## src/kpl_pkg.sv

```systemverilog
// ----------------------------------------------------------------------------
// kpl_pkg
// Shared types and constants for the key to port lookup block.
// ----------------------------------------------------------------------------
package kpl_pkg;

  // Table geometry.
  localparam int TABLE_DEPTH = 64;
  localparam int KEY_BYTES   = 6;
  localparam int KEY_W       = 48;
  localparam int PORT_W      = 16;
  localparam int FILL_W      = $clog2(TABLE_DEPTH + 1);

  // Only the low KEY_BYTES bytes of a key take part in a compare.
  localparam int KEY_BITS = (KEY_BYTES * 8 < KEY_W) ? KEY_BYTES * 8 : KEY_W;
  localparam logic [KEY_W-1:0] KEY_MASK = {KEY_W{1'b1}} >> (KEY_W - KEY_BITS);

  // Operation codes.
  localparam logic OP_PRELOAD = 1'b0;
  localparam logic OP_LOOKUP  = 1'b1;

  // Result status codes.
  localparam logic [2:0] STAT_FOUND     = 3'd0;
  localparam logic [2:0] STAT_ASSIGNED  = 3'd1;
  localparam logic [2:0] STAT_PRELOADED = 3'd2;
  localparam logic [2:0] STAT_DUPLICATE = 3'd3;
  localparam logic [2:0] STAT_FULL      = 3'd4;

  localparam logic [PORT_W-1:0] PORT_MAX = {PORT_W{1'b1}};

  // Input transaction.
  typedef struct packed {
    logic              opcode;
    logic [KEY_W-1:0]  key;
    logic [PORT_W-1:0] port_in;
  } kpl_in_t;

  // Output transaction.
  typedef struct packed {
    logic [PORT_W-1:0] port_out;
    logic [2:0]        status;
  } kpl_out_t;

  // Search token handed from cell to cell.
  typedef struct packed {
    logic              active;
    logic              opcode;
    logic [KEY_W-1:0]  key;
    logic [PORT_W-1:0] port;
    logic [FILL_W-1:0] left;
    logic              hit;
    logic              dup;
    logic [PORT_W-1:0] hit_port;
  } kpl_tok_t;

endpackage

```

## src/kpl_cell.sv

```systemverilog
// ----------------------------------------------------------------------------
// kpl_cell
// One table entry. Compares the passing search token against its stored
// pair and hands the updated token to the next cell through its token register.
// ----------------------------------------------------------------------------
module kpl_cell import kpl_pkg::*; (
  input  logic              clk_i,
  input  logic              rst_ni,
  input  kpl_tok_t          tok_i,
  input  logic              wr_en_i,
  input  logic [KEY_W-1:0]  wr_key_i,
  input  logic [PORT_W-1:0] wr_port_i,
  output kpl_tok_t          tok_o
);

  logic [KEY_W-1:0]  key_q;
  logic [PORT_W-1:0] port_q;
  kpl_tok_t          tok_d;
  kpl_tok_t          tok_q;
  logic              live;
  logic              key_eq;
  logic              port_eq;

  // Entry storage, written once when the entry is allocated.
  always_ff @(posedge clk_i) begin
    if (wr_en_i) begin
      key_q  <= wr_key_i;
      port_q <= wr_port_i;
    end
  end

  // The entry takes part only while filled entries remain ahead of the
  // token and no earlier entry has settled the search.
  always_comb begin
    live    = tok_i.active && (tok_i.left != '0) && !tok_i.hit && !tok_i.dup;
    key_eq  = (key_q == tok_i.key);
    port_eq = (port_q == tok_i.port);
    tok_d   = tok_i;
    if (tok_i.left != '0) begin
      tok_d.left = tok_i.left - FILL_W'(1);
    end
    if (live) begin
      if (tok_i.opcode == OP_LOOKUP) begin
        if (key_eq) begin
          tok_d.hit      = 1'b1;
          tok_d.hit_port = port_q;
        end
      end else if (key_eq || port_eq) begin
        tok_d.dup = 1'b1;
      end
    end
  end

  // Token register toward the next cell.
  always_ff @(posedge clk_i or negedge rst_ni) begin
    if (!rst_ni) begin
      tok_q <= '0;
    end else begin
      tok_q <= tok_d;
    end
  end

  assign tok_o = tok_q;

endmodule

```

## config.mk

```make
export PLATFORM = sky130hd
export DESIGN_NAME = kpl_cell
export DESIGN_NICKNAME = d
export VERILOG_FILES = /design/src/kpl_pkg.sv /design/src/kpl_cell.sv
export SDC_FILE = /design/constraint.sdc
export NUM_CORES = 1
export LEC_CHECK = 0
export BUFFER_PORTS_ARGS = -buffer_cell sky130_fd_sc_hd__buf_2
export CORE_ASPECT_RATIO = 0.8
export CORE_UTILIZATION = 50
export DETAILED_ROUTE_END_ITERATION = 10
export GPL_TIMING_DRIVEN = 0
export HOLD_SLACK_MARGIN = 0.15
export PLACE_DENSITY = 0.91
export SYNTH_ARGS = -nofsm -noshare
export SYNTH_HDL_FRONTEND = slang
export SYNTH_SLANG_ARGS = --single-unit
```

## constraint.sdc

```tcl
create_clock -name clk_i -period 4.8 [get_ports clk_i]
set_input_delay 0.96 -clock clk_i [delete_from_list [all_inputs] [get_ports clk_i]]
set_output_delay 0.96 -clock clk_i [all_outputs]
set_load 0.01 [all_outputs]
```

==> flow_results.xml <==
<?xml version="1.0" encoding="UTF-8"?>
<metrics>
  <group name="run_status">
    <metric name="outcome" unit="">finished clean</metric>
  </group>
  <group name="die">
    <metric name="die_h" unit="um">94.5</metric>
    <metric name="die_w" unit="um">118</metric>
    <metric name="start_util" unit="">0.518</metric>
    <metric name="floorplan.io_pins" unit="">249</metric>
    <metric name="rows" unit="">33</metric>
    <metric name="dieArea" unit="mm^2">0.0111</metric>
    <metric name="core_area" unit="mm^2">0.0103</metric>
  </group>
  <group name="placed_design">
    <metric name="placement.io_buffers" unit="">248</metric>
    <metric name="placer_s_final_routability_congestion_estimate" unit="">0.848</metric>
    <metric name="detailedPlacementHpwl" unit="um">8740</metric>
    <metric name="placement.setup.worst_slack" unit="ns">1.50</metric>
  </group>
  <group name="timing">
    <metric name="slew_viol_final" unit="">0</metric>
    <metric name="period_share" unit="">0.593</metric>
    <metric name="grt_setup_unrepaired" unit="">false</metric>
    <metric name="timing.final.hold_violations" unit="">0</metric>
    <metric name="fmaxAchievable" unit="MHz">351</metric>
    <metric name="maxSlewHeadroom" unit="">0.428</metric>
    <metric name="finalWorstPathRequiredPeriod" unit="ns">2.85</metric>
    <metric name="whs" unit="ns">0.532</metric>
    <metric name="final.setup_skew" unit="ns">0.00897</metric>
    <metric name="tns" unit="ns">0</metric>
    <metric name="transition_time_at_the_pin_with_the_least_slew_margin" unit="ns">0.857</metric>
    <metric name="setup_viol" unit="">0</metric>
    <metric name="finalWorstSetupSlack" unit="ns">1.95</metric>
  </group>
  <group name="power_and_ir_drop">
    <metric name="ir_worst_vdd" unit="mV">0.302</metric>
    <metric name="power-per-cell-area" unit="mW/mm^2">405</metric>
    <metric name="design_power_total" unit="W">0.00297</metric>
    <metric name="static-leakage-power" unit="nW">3.40</metric>
  </group>
  <group name="synth">
    <metric name="synth_warnings" unit="">0</metric>
    <metric name="syn-mean-instance-area" unit="um^2">18.8</metric>
    <metric name="post_synth_edffs" unit="">64</metric>
    <metric name="postSynthCellCount" unit="">285</metric>
    <metric name="syn_nets" unit="">444</metric>
    <metric name="yosysSeqAreaShare" unit="">0.786</metric>
    <metric name="asyncSetResetFlopFracSynth" unit="">0.587</metric>
    <metric name="synth_cell_type_count" unit="">24</metric>
    <metric name="synth_top_flop_cell" unit="">dfrtp_1</metric>
    <metric name="ys_ff_latch" unit="">155</metric>
    <metric name="synthesis.area" unit="mm^2">0.00535</metric>
  </group>
  <group name="global_routing">
    <metric name="global_route.usage.total" unit="">0.221</metric>
    <metric name="grt_first_pass_wirelength" unit="um">18000</metric>
    <metric name="grt_start_max_net_pins" unit="">65</metric>
    <metric name="grt_pass1_vias" unit="">3587</metric>
    <metric name="antenna_violations_before_repair" unit="">0</metric>
    <metric name="globalRoute.totalOverflow" unit="">0</metric>
  </group>
  <group name="clock_network">
    <metric name="cts_bufs_inserted" unit="">17</metric>
    <metric name="clkLatencyLatePin" unit="ns">0.41</metric>
    <metric name="clock_tree.htree_level_count" unit="">4</metric>
    <metric name="cts_repair_resize_count" unit="">0</metric>
    <metric name="total_clock_sinks" unit="">155</metric>
    <metric name="postCtsHoldBufs" unit="">0</metric>
    <metric name="tritoncts" unit="">built</metric>
    <metric name="cts_setup_buffers" unit="">0</metric>
    <metric name="clk_pin_slew" unit="ns">0.06</metric>
    <metric name="cts_buffer_depth" unit="">2</metric>
    <metric name="root_buffer" unit="">clkbuf_16</metric>
  </group>
  <group name="run">
    <metric name="max_cap_violations" unit="">0</metric>
  </group>
  <group name="worst_setup_path">
    <metric name="timing.critical_path.from_type" unit="">input port</metric>
    <metric name="rr_startpoint" unit="">key_q[18]</metric>
    <metric name="cp_data_arrival_time" unit="ns">3.13</metric>
    <metric name="critPathMaxFanout" unit="">10</metric>
    <metric name="critical_path.startpoint" unit="">tok_i[85]</metric>
    <metric name="path_depth" unit="">7</metric>
    <metric name="path_class" unit="">input port to flop</metric>
    <metric name="worst_path_largest_cell_delay" unit="ns">0.68</metric>
    <metric name="worst_path_dominant_cell_family" unit="">simple AND/OR/NAND/NOR gates</metric>
    <metric name="critPathBufInv" unit="">2</metric>
    <metric name="cp_data_required_time" unit="ns">5.09</metric>
    <metric name="cp_cell_sequence" unit="">buf_2 -&gt; xor2_1 -&gt; nor4_1 -&gt; nand4_1 -&gt; nor4_4 -&gt; buf_8 -&gt; mux2_4</metric>
    <metric name="number_of_cells_traversed_by_the_worst_register_to_register_path" unit="">6</metric>
    <metric name="slowest_stage" unit="">nor4_4</metric>
    <metric name="worst_setup_path_end_kind" unit="">flop</metric>
  </group>
  <group name="layout">
    <metric name="flow.area_growth_from_synthesis" unit="%">37.1</metric>
    <metric name="final_net_count" unit="">712</metric>
    <metric name="n_antenna_cell" unit="">0</metric>
    <metric name="layout-drive-gt1-share" unit="">0.535</metric>
  </group>
  <group name="drt">
    <metric name="remaining_drc_errors" unit="">0</metric>
    <metric name="via_density" unit="">4.73</metric>
    <metric name="antenna_left" unit="">0</metric>
    <metric name="routed_wirelength" unit="um">11900</metric>
    <metric name="wire_per_inst" unit="um">16.8</metric>
    <metric name="detailroute.via_count" unit="">3340</metric>
    <metric name="drt-initial-drc-count" unit="">195</metric>
    <metric name="drt_pre_antenna_iters" unit="">4</metric>
  </group>
  <group name="hold_path">
    <metric name="hold_start" unit="">port_q[7]</metric>
    <metric name="min_delay_path_depth" unit="">1</metric>
    <metric name="min-delay-path-class" unit="">flop to flop</metric>
  </group>
</metrics>
[stage by stage]
step	cell area [um^2]	utilization	cells
floorplan	5350	-	285
global placement	6760	0.655	673
detailed placement	6790	0.658	674
CTS	7330	0.710	706
global route	7330	0.710	706
finish	7330	0.710	706
[power by group]
group          switching, W  internal, W  total (W)
combinational      0.000134     0.000118   0.000252
sequential        0.0000323      0.00147    0.00151
clock              0.000507     0.000706    0.00121
total              0.000673      0.00230    0.00297
[cells in the mapped netlist, types with 2 or more instances]
master	count	area, um^2
mux2_2	7	78.8
nand4_1	4	25.0
mux2_4	9	135
nor2_1	8	30.0
nor4_2	4	50.1
xnor2_1	3	26.3
dfrtp_1	91	2280
nor4_1	14	87.6
inv_1	2	7.51
xor2_1	66	578
edfxtp_1	64	1920
[flip-flops by register name, summed over array words and instances, names as in the netlist]
signal / flops
port_q: 16
key_q: 48
tok_o: 91
[path summary, 6_finish.rpt]
path / end / slack, ns
worst min-delay path: tok_o[7] / 0.53
worst min register to register: tok_o[7] / 0.53
worst max register to register: tok_o[12] / 2.25
worst max-delay path: tok_o[12] / 1.95
max in group asynchronous: tok_o[67] / 3.62
min in group asynchronous: tok_o[38] / 0.54
[per-layer routing]
layer	global-route usage	routed length [um]
met4	0.0705	74
met5	0	0
met1	0.244	4510
met3	0.0725	810
met2	0.409	6480
[kinds of logic (layout without fill, tap and decap cells)]
kind of cell	count (synthesis)	count (layout)	share of synthesized area
XOR/XNOR	69	69	0.113
adder cells (fa/ha/maj)	1	1	0.00234
AND/OR/NAND/NOR	39	39	0.0522
flip-flops	155	155	0.786
AO/OA/AOI/OAI	2	2	0.00257
buffers and inverters	3	284	0.00421
multiplexers	16	16	0.0400
[area by class of cell]
class	count	area [um^2]
Tap cell	140	175
Fill cell	700	2990
Inverter	2	7.51
Timing Repair Buffer	249	1270
Multi-Input combinational cell	127	1120
Clock buffer	19	433
Buffer	1	15.0
Clock inverter	13	104
Sequential cell	155	4200
[worst register-to-register path, delay by kind of cell, from the launching register on]
family,cells,cell delay [ns]
AND/OR/NAND/NOR,3,1.33
XOR/XNOR,1,0.16
multiplexers,1,0.33
buffers and inverters,1,0.25
flip-flops,1,0.38
[placed cells by master, fill, tap and decap left out, types with 2 or more instances in the layout]
| master | netlist | final |
|---|---|---|
| nor2_1 | 8 | 8 |
| clkinvlp_4 | 0 | 2 |
| nor4_1 | 14 | 14 |
| xor2_1 | 66 | 66 |
| nor4_2 | 4 | 4 |
| buf_2 | 0 | 246 |
| clkbuf_1 | 0 | 2 |
| dfrtp_1 | 91 | 91 |
| mux2_4 | 9 | 9 |
| mux2_2 | 7 | 7 |
| clkinv_2 | 0 | 5 |
| inv_1 | 2 | 2 |
| clkinv_4 | 0 | 3 |
| buf_4 | 0 | 2 |
| xnor2_1 | 3 | 3 |
| nand4_1 | 4 | 4 |
| clkbuf_16 | 0 | 17 |
| edfxtp_1 | 64 | 64 |
| clkinv_1 | 0 | 2 |
No activity file was read; power rests on OpenSTA's default activity.
